<file path="src/rtl/kbr_pkg.sv">
// Shared types and constants for the keyboard report builder.
// Depends on nothing; every other file refers to it by scoped names.
package kbr_pkg;

	// Keys carried in one boot report
	localparam int REPORT_KEYS = 6;

	// Entries of the command queue between front and back
	localparam int CMD_DEPTH = 2;

	// Operation codes of an input item
	typedef enum logic [2:0] {
		OP_PRESS    = 3'd0,
		OP_RELEASE  = 3'd1,
		OP_MODIFY   = 3'd2,
		OP_UNMODIFY = 3'd3,
		OP_ONESHOT  = 3'd4,
		OP_TICK     = 3'd5
	} kbr_op_t;

	// Classified command handed from the front to the back
	typedef struct packed {
		kbr_op_t    op;
		logic [7:0] arg;     // key code or modifier mask
		logic       accept;  // host takes the front report (tick only)
	} cmd_t;

	// One queued report: modifier byte and six key codes
	typedef struct packed {
		logic [7:0]                  mods;
		logic [REPORT_KEYS-1:0][7:0] keys;
	} report_t;

	// Sequencer of the back end
	typedef enum logic [1:0] {
		BK_RUN,
		BK_READ,
		BK_EMIT
	} back_state_t;

endpackage

</file>
<file path="src/rtl/kbr_front.sv">
// Front end: takes input transfers, drops unused codes and classifies the rest.
// Depends on kbr_pkg for the operation codes and the command struct.
module kbr_front (
	input  logic          clk,
	input  logic          arst_n,
	input  logic          in_valid,
	output logic          in_ready,
	input  logic [2:0]    operation,
	input  logic [7:0]    key_code,
	input  logic [7:0]    mod_bits,
	input  logic          host_accepts,
	output logic          push_valid,
	input  logic          push_ready,
	output kbr_pkg::cmd_t push_cmd
);

	logic          valid_s1;
	kbr_pkg::cmd_t cmd_s1;
	logic          known;
	kbr_pkg::cmd_t cmd_d;

	// Classify the incoming item and pick its argument
	always_comb begin
		known         = 1'b1;
		cmd_d.op      = kbr_pkg::OP_TICK;
		cmd_d.arg     = mod_bits;
		cmd_d.accept  = host_accepts;
		unique case (operation)
			kbr_pkg::OP_PRESS: begin
				cmd_d.op  = kbr_pkg::OP_PRESS;
				cmd_d.arg = key_code;
			end
			kbr_pkg::OP_RELEASE: begin
				cmd_d.op  = kbr_pkg::OP_RELEASE;
				cmd_d.arg = key_code;
			end
			kbr_pkg::OP_MODIFY:   cmd_d.op = kbr_pkg::OP_MODIFY;
			kbr_pkg::OP_UNMODIFY: cmd_d.op = kbr_pkg::OP_UNMODIFY;
			kbr_pkg::OP_ONESHOT:  cmd_d.op = kbr_pkg::OP_ONESHOT;
			kbr_pkg::OP_TICK:     cmd_d.op = kbr_pkg::OP_TICK;
			default:              known    = 1'b0;
		endcase
	end

	// Advance the stage whenever it is empty or its command moves on
	assign in_ready = !valid_s1 || push_ready;

	always_ff @(posedge clk or negedge arst_n) begin
		if (!arst_n) begin
			valid_s1 <= 1'b0;
		end else if (in_ready) begin
			valid_s1 <= in_valid && known;
		end
	end

	// Hold the classified command
	always_ff @(posedge clk) begin
		if (in_ready && in_valid) begin
			cmd_s1 <= cmd_d;
		end
	end

	assign push_valid = valid_s1;
	assign push_cmd   = cmd_s1;

endmodule

</file>
<file path="src/rtl/kbr_cmd_queue.sv">
// Short command queue that decouples the front end from the back end.
// Depends on kbr_pkg for the command struct and the queue depth.
module kbr_cmd_queue (
	input  logic          clk,
	input  logic          arst_n,
	input  logic          push_valid,
	output logic          push_ready,
	input  kbr_pkg::cmd_t push_cmd,
	output logic          pop_valid,
	input  logic          pop,
	output kbr_pkg::cmd_t pop_cmd
);

	localparam int PW = (kbr_pkg::CMD_DEPTH > 1) ? $clog2(kbr_pkg::CMD_DEPTH) : 1;
	localparam int CW = $clog2(kbr_pkg::CMD_DEPTH + 1);

	kbr_pkg::cmd_t  entry_q [kbr_pkg::CMD_DEPTH];
	logic [PW-1:0]  wr_ptr_q;
	logic [PW-1:0]  rd_ptr_q;
	logic [CW-1:0]  count_q;
	logic           do_push;
	logic           do_pop;

	assign push_ready = count_q != CW'(kbr_pkg::CMD_DEPTH);
	assign pop_valid  = count_q != '0;
	assign do_push    = push_valid && push_ready;
	assign do_pop     = pop && pop_valid;
	assign pop_cmd    = entry_q[rd_ptr_q];

	// Advance pointers and occupancy
	always_ff @(posedge clk or negedge arst_n) begin
		if (!arst_n) begin
			wr_ptr_q <= '0;
			rd_ptr_q <= '0;
			count_q  <= '0;
		end else begin
			if (do_push) begin
				wr_ptr_q <= (wr_ptr_q == PW'(kbr_pkg::CMD_DEPTH - 1)) ? '0 : wr_ptr_q + 1'b1;
			end
			if (do_pop) begin
				rd_ptr_q <= (rd_ptr_q == PW'(kbr_pkg::CMD_DEPTH - 1)) ? '0 : rd_ptr_q + 1'b1;
			end
			if (do_push && !do_pop) begin
				count_q <= count_q + 1'b1;
			end else if (do_pop && !do_push) begin
				count_q <= count_q - 1'b1;
			end
		end
	end

	// Store the pushed command
	always_ff @(posedge clk) begin
		if (do_push) begin
			entry_q[wr_ptr_q] <= push_cmd;
		end
	end

endmodule

</file>
<file path="src/rtl/kbr_back.sv">
// Back end: sorted key set, modifier state, report memory and output register.
// Depends on kbr_pkg for commands, report layout and sequencer states.
module kbr_back #(
	parameter int KEY_SLOTS   = 16,
	parameter int QUEUE_DEPTH = 8
) (
	input  logic             clk,
	input  logic             arst_n,
	input  logic             cmd_valid,
	input  kbr_pkg::cmd_t    cmd,
	output logic             cmd_pop,
	output logic             out_valid,
	input  logic             out_ready,
	output kbr_pkg::report_t out_report,
	output logic             out_popped,
	output logic             out_lost
);

	localparam int CW = $clog2(KEY_SLOTS + 1);
	localparam int HW = (QUEUE_DEPTH > 1) ? $clog2(QUEUE_DEPTH) : 1;
	localparam int FW = $clog2(QUEUE_DEPTH + 1);
	localparam int SW = FW + 1;

	// Key set and modifier state
	logic [7:0]    keys_q [KEY_SLOTS];
	logic [CW-1:0] count_q;
	logic [7:0]    held_mods_q;
	logic [7:0]    oneshot_q;
	logic          changed_q;
	logic          lost_q;

	// Report memory
	kbr_pkg::report_t mem_q [QUEUE_DEPTH];
	kbr_pkg::report_t rd_data_q;
	logic [HW-1:0]    head_q;
	logic [FW-1:0]    fill_q;
	logic             accept_q;

	// Output register
	logic             out_valid_q;
	kbr_pkg::report_t out_report_q;
	logic             out_popped_q;
	logic             out_lost_q;

	kbr_pkg::back_state_t state_q;
	kbr_pkg::back_state_t state_d;

	logic [KEY_SLOTS-1:0] slot_valid;
	logic [KEY_SLOTS-1:0] slot_lt;
	logic [KEY_SLOTS-1:0] slot_hit;
	logic [KEY_SLOTS-1:0] slot_ge;
	logic [7:0]           ins_keys [KEY_SLOTS];
	logic [7:0]           del_keys [KEY_SLOTS];
	logic                 key_hit;
	logic                 set_full;
	logic                 fifo_full;
	logic [SW-1:0]        tail_sum;
	logic [HW-1:0]        tail;
	logic [HW-1:0]        head_next;
	kbr_pkg::report_t     snap;
	logic                 is_tick;
	logic                 snap_wr;
	logic                 tick_has_report;
	logic                 exec_en;
	logic                 emit_en;
	logic                 out_free;

	// Compare every slot against the command argument
	for (genvar i = 0; i < KEY_SLOTS; i++) begin : g_slot
		assign slot_valid[i] = count_q > CW'(i);
		assign slot_lt[i]    = slot_valid[i] && (keys_q[i] < cmd.arg);
		assign slot_hit[i]   = slot_valid[i] && (keys_q[i] == cmd.arg);
		assign slot_ge[i]    = slot_valid[i] && !(keys_q[i] < cmd.arg);
		if (i == 0) begin : g_first
			assign ins_keys[i] = slot_lt[i] ? keys_q[i] : cmd.arg;
		end else begin : g_rest
			assign ins_keys[i] = slot_lt[i] ? keys_q[i] :
			                     (slot_lt[i-1] ? cmd.arg : keys_q[i-1]);
		end
		if (i == KEY_SLOTS - 1) begin : g_last
			assign del_keys[i] = keys_q[i];
		end else begin : g_inner
			assign del_keys[i] = slot_ge[i] ? keys_q[i+1] : keys_q[i];
		end
	end

	assign key_hit  = |slot_hit;
	assign set_full = count_q == CW'(KEY_SLOTS);

	// Build the snapshot from the lowest held keys
	always_comb begin
		snap.mods = held_mods_q | oneshot_q;
		for (int j = 0; j < kbr_pkg::REPORT_KEYS; j++) begin
			snap.keys[j] = slot_valid[j] ? keys_q[j] : 8'h00;
		end
	end

	// Queue addressing
	assign fifo_full = fill_q == FW'(QUEUE_DEPTH);
	assign tail_sum  = SW'(head_q) + SW'(fill_q);
	assign tail      = (tail_sum >= SW'(QUEUE_DEPTH)) ? HW'(tail_sum - SW'(QUEUE_DEPTH))
	                                                  : HW'(tail_sum);
	assign head_next = (head_q == HW'(QUEUE_DEPTH - 1)) ? '0 : head_q + 1'b1;

	assign out_free        = !out_valid_q || out_ready;
	assign is_tick         = cmd.op == kbr_pkg::OP_TICK;
	assign snap_wr         = exec_en && is_tick && changed_q && !fifo_full;
	assign tick_has_report = (fill_q != '0) || (changed_q && !fifo_full);

	// Next state
	always_comb begin
		state_d = state_q;
		unique case (state_q)
			kbr_pkg::BK_RUN: begin
				if (cmd_valid && is_tick && tick_has_report) begin
					state_d = kbr_pkg::BK_READ;
				end
			end
			kbr_pkg::BK_READ: state_d = kbr_pkg::BK_EMIT;
			kbr_pkg::BK_EMIT: begin
				if (out_free) begin
					state_d = kbr_pkg::BK_RUN;
				end
			end
			default: state_d = kbr_pkg::BK_RUN;
		endcase
	end

	// Sequencer outputs
	always_comb begin
		exec_en = 1'b0;
		emit_en = 1'b0;
		unique case (state_q)
			kbr_pkg::BK_RUN:  exec_en = cmd_valid;
			kbr_pkg::BK_READ: ;
			kbr_pkg::BK_EMIT: emit_en = out_free;
			default: ;
		endcase
	end

	assign cmd_pop = exec_en;

	always_ff @(posedge clk or negedge arst_n) begin
		if (!arst_n) begin
			state_q <= kbr_pkg::BK_RUN;
		end else begin
			state_q <= state_d;
		end
	end

	// Carry out commands on the control state; release the front report
	always_ff @(posedge clk or negedge arst_n) begin
		if (!arst_n) begin
			count_q     <= '0;
			held_mods_q <= '0;
			oneshot_q   <= '0;
			changed_q   <= 1'b0;
			lost_q      <= 1'b0;
			head_q      <= '0;
			fill_q      <= '0;
		end else if (exec_en) begin
			unique case (cmd.op)
				kbr_pkg::OP_PRESS: begin
					if (key_hit) begin
						changed_q <= 1'b1;
					end else if (set_full) begin
						lost_q <= 1'b1;
					end else begin
						count_q   <= count_q + 1'b1;
						changed_q <= 1'b1;
					end
				end
				kbr_pkg::OP_RELEASE: begin
					if (key_hit) begin
						count_q <= count_q - 1'b1;
					end
					changed_q <= 1'b1;
				end
				kbr_pkg::OP_MODIFY: begin
					held_mods_q <= held_mods_q | cmd.arg;
					changed_q   <= 1'b1;
				end
				kbr_pkg::OP_UNMODIFY: begin
					held_mods_q <= held_mods_q & ~cmd.arg;
					changed_q   <= 1'b1;
				end
				kbr_pkg::OP_ONESHOT: oneshot_q <= oneshot_q | cmd.arg;
				kbr_pkg::OP_TICK: begin
					if (changed_q) begin
						if (fifo_full) begin
							lost_q <= 1'b1;
						end else begin
							fill_q <= fill_q + 1'b1;
						end
						oneshot_q <= '0;
						changed_q <= 1'b0;
					end
				end
				default: ;
			endcase
		end else if (emit_en) begin
			lost_q <= 1'b0;
			if (accept_q) begin
				head_q <= head_next;
				fill_q <= fill_q - 1'b1;
			end
		end
	end

	// Shift the key slots on insertion or removal
	always_ff @(posedge clk) begin
		if (exec_en && cmd.op == kbr_pkg::OP_PRESS && !key_hit && !set_full) begin
			for (int k = 0; k < KEY_SLOTS; k++) begin
				keys_q[k] <= ins_keys[k];
			end
		end else if (exec_en && cmd.op == kbr_pkg::OP_RELEASE && key_hit) begin
			for (int k = 0; k < KEY_SLOTS; k++) begin
				keys_q[k] <= del_keys[k];
			end
		end
	end

	// Report memory: write the snapshot, read the head every cycle
	always_ff @(posedge clk) begin
		if (snap_wr) begin
			mem_q[tail] <= snap;
		end
		rd_data_q <= mem_q[head_q];
	end

	// Hold the host decision of the tick in progress
	always_ff @(posedge clk) begin
		if (exec_en && is_tick) begin
			accept_q <= cmd.accept;
		end
	end

	// Output register
	always_ff @(posedge clk or negedge arst_n) begin
		if (!arst_n) begin
			out_valid_q <= 1'b0;
		end else if (emit_en) begin
			out_valid_q <= 1'b1;
		end else if (out_ready) begin
			out_valid_q <= 1'b0;
		end
	end

	always_ff @(posedge clk) begin
		if (emit_en) begin
			out_report_q <= rd_data_q;
			out_popped_q <= accept_q;
			out_lost_q   <= lost_q;
		end
	end

	assign out_valid  = out_valid_q;
	assign out_report = out_report_q;
	assign out_popped = out_popped_q;
	assign out_lost   = out_lost_q;

	// Checks
	a_fill_bound: assert property (@(posedge clk) disable iff (!arst_n)
		fill_q <= FW'(QUEUE_DEPTH))
		else $error("report queue over-filled");

	a_count_bound: assert property (@(posedge clk) disable iff (!arst_n)
		count_q <= CW'(KEY_SLOTS))
		else $error("key set over-filled");

	a_emit_from_seq: assert property (@(posedge clk) disable iff (!arst_n)
		$rose(out_valid_q) |-> $past(state_q) == kbr_pkg::BK_EMIT)
		else $error("result loaded outside the emit step");

	a_pop_drains: assert property (@(posedge clk) disable iff (!arst_n)
		emit_en && accept_q |=> fill_q == $past(fill_q) - 1'b1)
		else $error("accepted report not removed");

	for (genvar s = 1; s < KEY_SLOTS; s++) begin : g_sorted
		a_sorted: assert property (@(posedge clk) disable iff (!arst_n)
			count_q > CW'(s) |-> keys_q[s-1] < keys_q[s])
			else $error("held keys out of order");
	end

endmodule

</file>
<file path="src/rtl/keyboard_report_builder.sv">
// Boot keyboard report builder: front end, command queue and back end.
// Depends on kbr_pkg, kbr_front, kbr_cmd_queue and kbr_back.
//
// Input channel (in_valid/in_ready) carries press, release, modify,
// unmodify, oneshot and tick items; codes six and seven are taken and
// dropped. Output channel (out_valid/out_ready) carries one report per tick
// that finds the report queue non-empty (after any snapshot of that tick).
// A front stage registers and classifies each transfer, a two-entry command
// queue lets the front keep taking items while the back is busy, and the
// back edits the sorted key set with parallel slot compares.
// Non-tick items stream at one per cycle while the back is in its run
// step. A tick goes through the back-end steps execute with snapshot write,
// report memory read and load of the output register.
// Reset clears the key count, modifiers, flags, queue pointers and all
// valid state; no clearing pass is needed. When the receiver stalls, the
// output register holds its report, the back waits in its emit step, and
// the command queue and front stage fill before in_ready falls.
module keyboard_report_builder #(
	parameter int KEY_SLOTS   = 16,
	parameter int QUEUE_DEPTH = 8
) (
	input  logic       clk,
	input  logic       arst_n,
	input  logic       in_valid,
	output logic       in_ready,
	input  logic [2:0] operation,
	input  logic [7:0] key_code,
	input  logic [7:0] mod_bits,
	input  logic       host_accepts,
	output logic       out_valid,
	input  logic       out_ready,
	output logic [7:0] report_mods,
	output logic [7:0] key_slot_0,
	output logic [7:0] key_slot_1,
	output logic [7:0] key_slot_2,
	output logic [7:0] key_slot_3,
	output logic [7:0] key_slot_4,
	output logic [7:0] key_slot_5,
	output logic       report_popped,
	output logic       lost_flag
);

	logic             push_valid;
	logic             push_ready;
	kbr_pkg::cmd_t    push_cmd;
	logic             cmd_valid;
	logic             cmd_pop;
	kbr_pkg::cmd_t    cmd;
	kbr_pkg::report_t report;

	kbr_front u_front (
		.clk          (clk),
		.arst_n       (arst_n),
		.in_valid     (in_valid),
		.in_ready     (in_ready),
		.operation    (operation),
		.key_code     (key_code),
		.mod_bits     (mod_bits),
		.host_accepts (host_accepts),
		.push_valid   (push_valid),
		.push_ready   (push_ready),
		.push_cmd     (push_cmd)
	);

	kbr_cmd_queue u_queue (
		.clk        (clk),
		.arst_n     (arst_n),
		.push_valid (push_valid),
		.push_ready (push_ready),
		.push_cmd   (push_cmd),
		.pop_valid  (cmd_valid),
		.pop        (cmd_pop),
		.pop_cmd    (cmd)
	);

	kbr_back #(
		.KEY_SLOTS   (KEY_SLOTS),
		.QUEUE_DEPTH (QUEUE_DEPTH)
	) u_back (
		.clk        (clk),
		.arst_n     (arst_n),
		.cmd_valid  (cmd_valid),
		.cmd        (cmd),
		.cmd_pop    (cmd_pop),
		.out_valid  (out_valid),
		.out_ready  (out_ready),
		.out_report (report),
		.out_popped (report_popped),
		.out_lost   (lost_flag)
	);

	// Unpack the report into its byte fields
	assign report_mods = report.mods;
	assign key_slot_0  = report.keys[0];
	assign key_slot_1  = report.keys[1];
	assign key_slot_2  = report.keys[2];
	assign key_slot_3  = report.keys[3];
	assign key_slot_4  = report.keys[4];
	assign key_slot_5  = report.keys[5];

endmodule
</file>
<file path="config.mk">
export PLATFORM = sky130hd
export DESIGN_NAME = keyboard_report_builder
export DESIGN_NICKNAME = d
export VERILOG_FILES = /design/src/rtl/kbr_pkg.sv /design/src/rtl/kbr_front.sv /design/src/rtl/kbr_cmd_queue.sv /design/src/rtl/kbr_back.sv /design/src/rtl/keyboard_report_builder.sv
export SDC_FILE = /design/constraint.sdc
export NUM_CORES = 1
export LEC_CHECK = 0
export BUFFER_PORTS_ARGS = -buffer_cell sky130_fd_sc_hd__buf_4
export CAP_MARGIN = 25
export CORE_MARGIN = 8
export CORE_UTILIZATION = 55
export CTS_CLUSTER_SIZE = 40
export DETAILED_ROUTE_END_ITERATION = 12
export GPL_TIMING_DRIVEN = 0
export PLACE_DENSITY = 0.83
export SYNTH_ARGS = -nofsm -noshare
export SYNTH_HDL_FRONTEND = slang
export SYNTH_SLANG_ARGS = --single-unit
</file>
<file path="constraint.sdc">
create_clock -name clk -period 12.48 [get_ports clk]
set_clock_uncertainty 0.1 [all_clocks]
set_input_delay 0.624 -clock clk [delete_from_list [all_inputs] [get_ports clk]]
set_output_delay 0.624 -clock clk [all_outputs]
set_load 0.01 [all_outputs]
</file>
==> summary.txt <==
Run status
  • Status: completed

Synthesis
  • Synth Flop Type: edfxtp_1
  • Yosys top cell area share: between 60% and 70%
  • Mean Syn Cell Area: 16.2 µm²
  • Yosys reg bits: roughly 770
  • Mux cell area share after synthesis: around 14%
  • Total of warnings raised by yosys: 0
  • Leading area contributor after synthesis: edfxtp_1
  • FFs w/ async S/R, synth: between 4 and 5%
  • Post-synthesis adder-cell area fraction: 5.42%
  • Most frequent cells after synthesis: edfxtp_1 (671), nand2_1 (153), ha_1 (140), o21ai_1 (117), mux4_2 (112)
  • Most used standard cell by instance count after synthesis: edfxtp_1
  • Largest family of logic cells by synthesized area: multiplexers
  • Syn_nets: approximately 2200
  • Mapped Area: between 30000 and 40000 µm²
  • Seq/Total Area, Yosys: 67.3%
  • Synth Area in Compound Gates: between 5 and 6%
  • Synth Area in XOR/XNOR: less than 1%
  • EDFF count, synth: 671
  • Simple logic cell fraction of the synthesized area: between 5 and 6%
  • Yosys cell types: 67
  • Ranking of synthesized cells by area: edfxtp_1 (61%), mux4_2 (7.6%), ha_1 (5.3%), dfxtp_1 (3.4%), mux2_2 (3.1%)
  • Synth Instances: between 2000 and 2500

Setup path
  • Maximum fanout along the worst path: 13
  • Crit path DAT: 5810 ps
  • Setup crit end kind: flip-flop
  • Worst endpoint required time: around 13000 ps
  • Critical Path Max Stage Delay: approximately 800 ps
  • Crit path max-delay family: buffers and inverters
  • CP max stage cell: a21oi_1
  • Critical path class: flip-flop to flip-flop
  • CP Cell Sequence: buf_2 > buf_1 > mux2_2 > inv_1 > buf_16 > ha_1 > nand4_1 > nor3_1 > a2111o_1 > nor4_2 > nand3_2 > clkbuf_1 > a21oi_1
  • Buffers & Inverters on Critical Path: 5
  • Startpoint Class: flip-flop

Clock network
  • Worst skew pair latency: 640 ps
  • Post_cts resized: 0
  • Clock slew at reported path FFs: approximately 60 ps
  • Number of CTS-inserted buffers: 78
  • CTS H-tree depth: 3
  • Clk root buf: clkbuf_16
  • CTS Sinks: between 700 and 800
  • CTS tree: done
  • Maximum buffer depth of the clock tree: 3

Detailed routing
  • Final wirelength: slightly above 80000 µm
  • Vias per cell: about 6.3
  • Routed len/inst: between 20 and 30 µm
  • DRC violations left: 0
  • DRT Pass-1 Iters: 6
  • Detailed-route via count: just under 20000
  • Post-DRT Antenna Nets: 0
  • DRT iter0 DRCs: between 2000 and 2500

Pwr
  • VDD IR max: 0.159 mV
  • Lkg Pwr: 13.4 nW
  • PwrDens: 249 nW/µm²

Timing
  • Final worst-path cycle share: a little under half
  • TNS Setup: 0 ps
  • Worst-Margin Slew: around 1000 ps
  • Tmin final: between 5000 and 6000 ps
  • Final Hold Violating Endpoints: 0
  • Slew Viols, Final: 0
  • # setup viols final: 0
  • WHS: ~60 ps
  • Slew margin rel.: 30.3%
  • Fmax: 177 MHz
  • RSZ-0062 raised after global routing: no

Place
  • GPL Wtd Cong: 0.896
  • DPL Wire Length: 52700 µm
  • Port Buffers: 83

Worst hold path
  • HP Class: input port to flip-flop

GRT
  • Vias in the first global route: between 20000 and 25000
  • First-pass GRT wire length: ~120000 µm
  • Total track usage: a little under a quarter
  • Initial antenna violation count: 1
  • Largest net degree at the start of global routing: 39
  • Total gr overflow: 0

Floorplan
  • Row cnt: 90
  • Ports: 84
  • Die height: roughly 260 µm
  • Initial Utilization: a little under three fifths
  • Die footprint: 68100 µm²
  • Core area: between 50000 and 60000 µm²
  • Die width: 261 µm

Layout
  • Diodes inserted: 0
  • Share of post-route cells with drive strength above 1: a little over a fifth
  • Area delta synth->final: 14.9%
  • Nets: about 2400

Job
  • Max-cap violations: 0
per-stage QoR:
stage | power (mW) | setup slack [ps] | cell area [µm²] | instances | util (%)
after floorplan | 5.91 | 7760 | 33000 | 2035 | -
after global placement | 6.74 | 5020 | 34600 | 2900 | 57.8
after detailed placement | 7.02 | 6960 | 35300 | 2927 | 58.9
after CTS | 9.42 | 6930 | 37900 | 3073 | 63.3
after global routing | 9.85 | 6640 | 38000 | 3078 | 63.4
final | 9.44 | 6830 | 38000 | 3078 | 63.4
layer usage:
layer / part of all wire [%] / wire length (µm) / up-vias / global-route usage (%)
li1: - / - / 8337 / -
met1: 38 / 30500 / 9708 / 29.9
met2: 50 / 40300 / 982 / 40.2
met3: 8.2 / 6590 / 230 / 3.96
met4: 3.8 / 3060 / 2 / 9.58
met5: 0.012 / 10 / - / 0
worst paths after layout:
kind                                              start                              end  slack (ps)  cells past startpoint
setup / recovery           u_queue.rd_ptr_q$_DFFE_PN0P_   u_back.keys_q[12][7]$_DFFE_PP_        6830                     13
hold / removal                             host_accepts    u_front.push_cmd[0]$_DFFE_PP_          60                      1
setup reg to reg           u_queue.rd_ptr_q$_DFFE_PN0P_   u_back.keys_q[12][7]$_DFFE_PP_        6830                     13
hold reg to reg            u_back.rd_data_q[26]$_DFF_P_  u_back.out_report[26]$_DFFE_PP_         300                      0
max in group asynchronous                        arst_n    u_back.count_q[1]$_DFFE_PN0P_       11490                      2
min in group asynchronous                        arst_n   u_queue.count_q[1]$_DFFE_PN0P_         420                      2
worst reg2reg max path, cell delays in order (launching register included):
cell,delay (ps)
dfrtp_1,320
buf_2,190
buf_1,500
mux2_2,510
inv_1,570
buf_16,250
ha_1,280
nand4_1,100
nor3_1,90
a2111o_1,530
nor4_2,330
nand3_2,270
clkbuf_1,440
a21oi_1,800
cells by family after synthesis:
logic type / Yosys count
DFF: 765
and+or+nand+nor: 373
muxes: 307
AOI/OAI and AO/OA: 303
adders and majority gates: 142
buffers and inverters: 130
xor gates and xnor gates: 15
flip-flops by register name, indices dropped and copies added, names as in the netlist, 2 cells and up, named ones only:
name	count
u_back.mem_q	448
u_back.keys_q	128
u_back.out_report	56
u_back.rd_data_q	56
u_queue.entry_q	24
u_front.push_cmd	12
u_back.oneshot_q	8
u_back.count_q	5
u_back.fill_q	4
u_back.head_q	3
u_back.state_q	2
u_queue.count_q	2
report_power, final:
| group | leakage [nW] | switching (mW) | internal [mW] | total (mW) |
|---|---|---|---|---|
| combinational | 5.09 | 1.99 | 1.38 | 3.37 |
| sequential | 7.01 | 0.206 | 3.50 | 3.70 |
| clock | 1.27 | 0.996 | 1.37 | 2.37 |
timing repair:
item,4_1_cts,5_1_grt
endpoints found under the hold margin,38,0
hold buffers,1,0
buffers inserted,0,0
setup endpoints to repair,0,0
cell usage in the layout, fill, tap and decap left out, drive strengths merged, types with 16 or more instances in the layout:
master,instances
mux2i,103
nand2b,24
dfrtp,38
nand4,29
mux4,112
mux2,92
nor2b,39
nand2,153
nor2,43
dfxtp,56
o21a,16
edfxtp,671
clkinv,22
ha,140
buf,154
o21ai,167
and2,33
inv,45
clkbuf,159
a21oi,52
cell type report:
class	count	area, µm²
buffer	93	425
clock buffer	105	2190
clock inverter	40	414
fill	4080	21900
inverter	37	139
multi-input combinational	1140	10300
sequential	765	22200
tap	782	978
timing repair buffer	116	1290
Note: power is estimated with default switching activity, not from simulation.
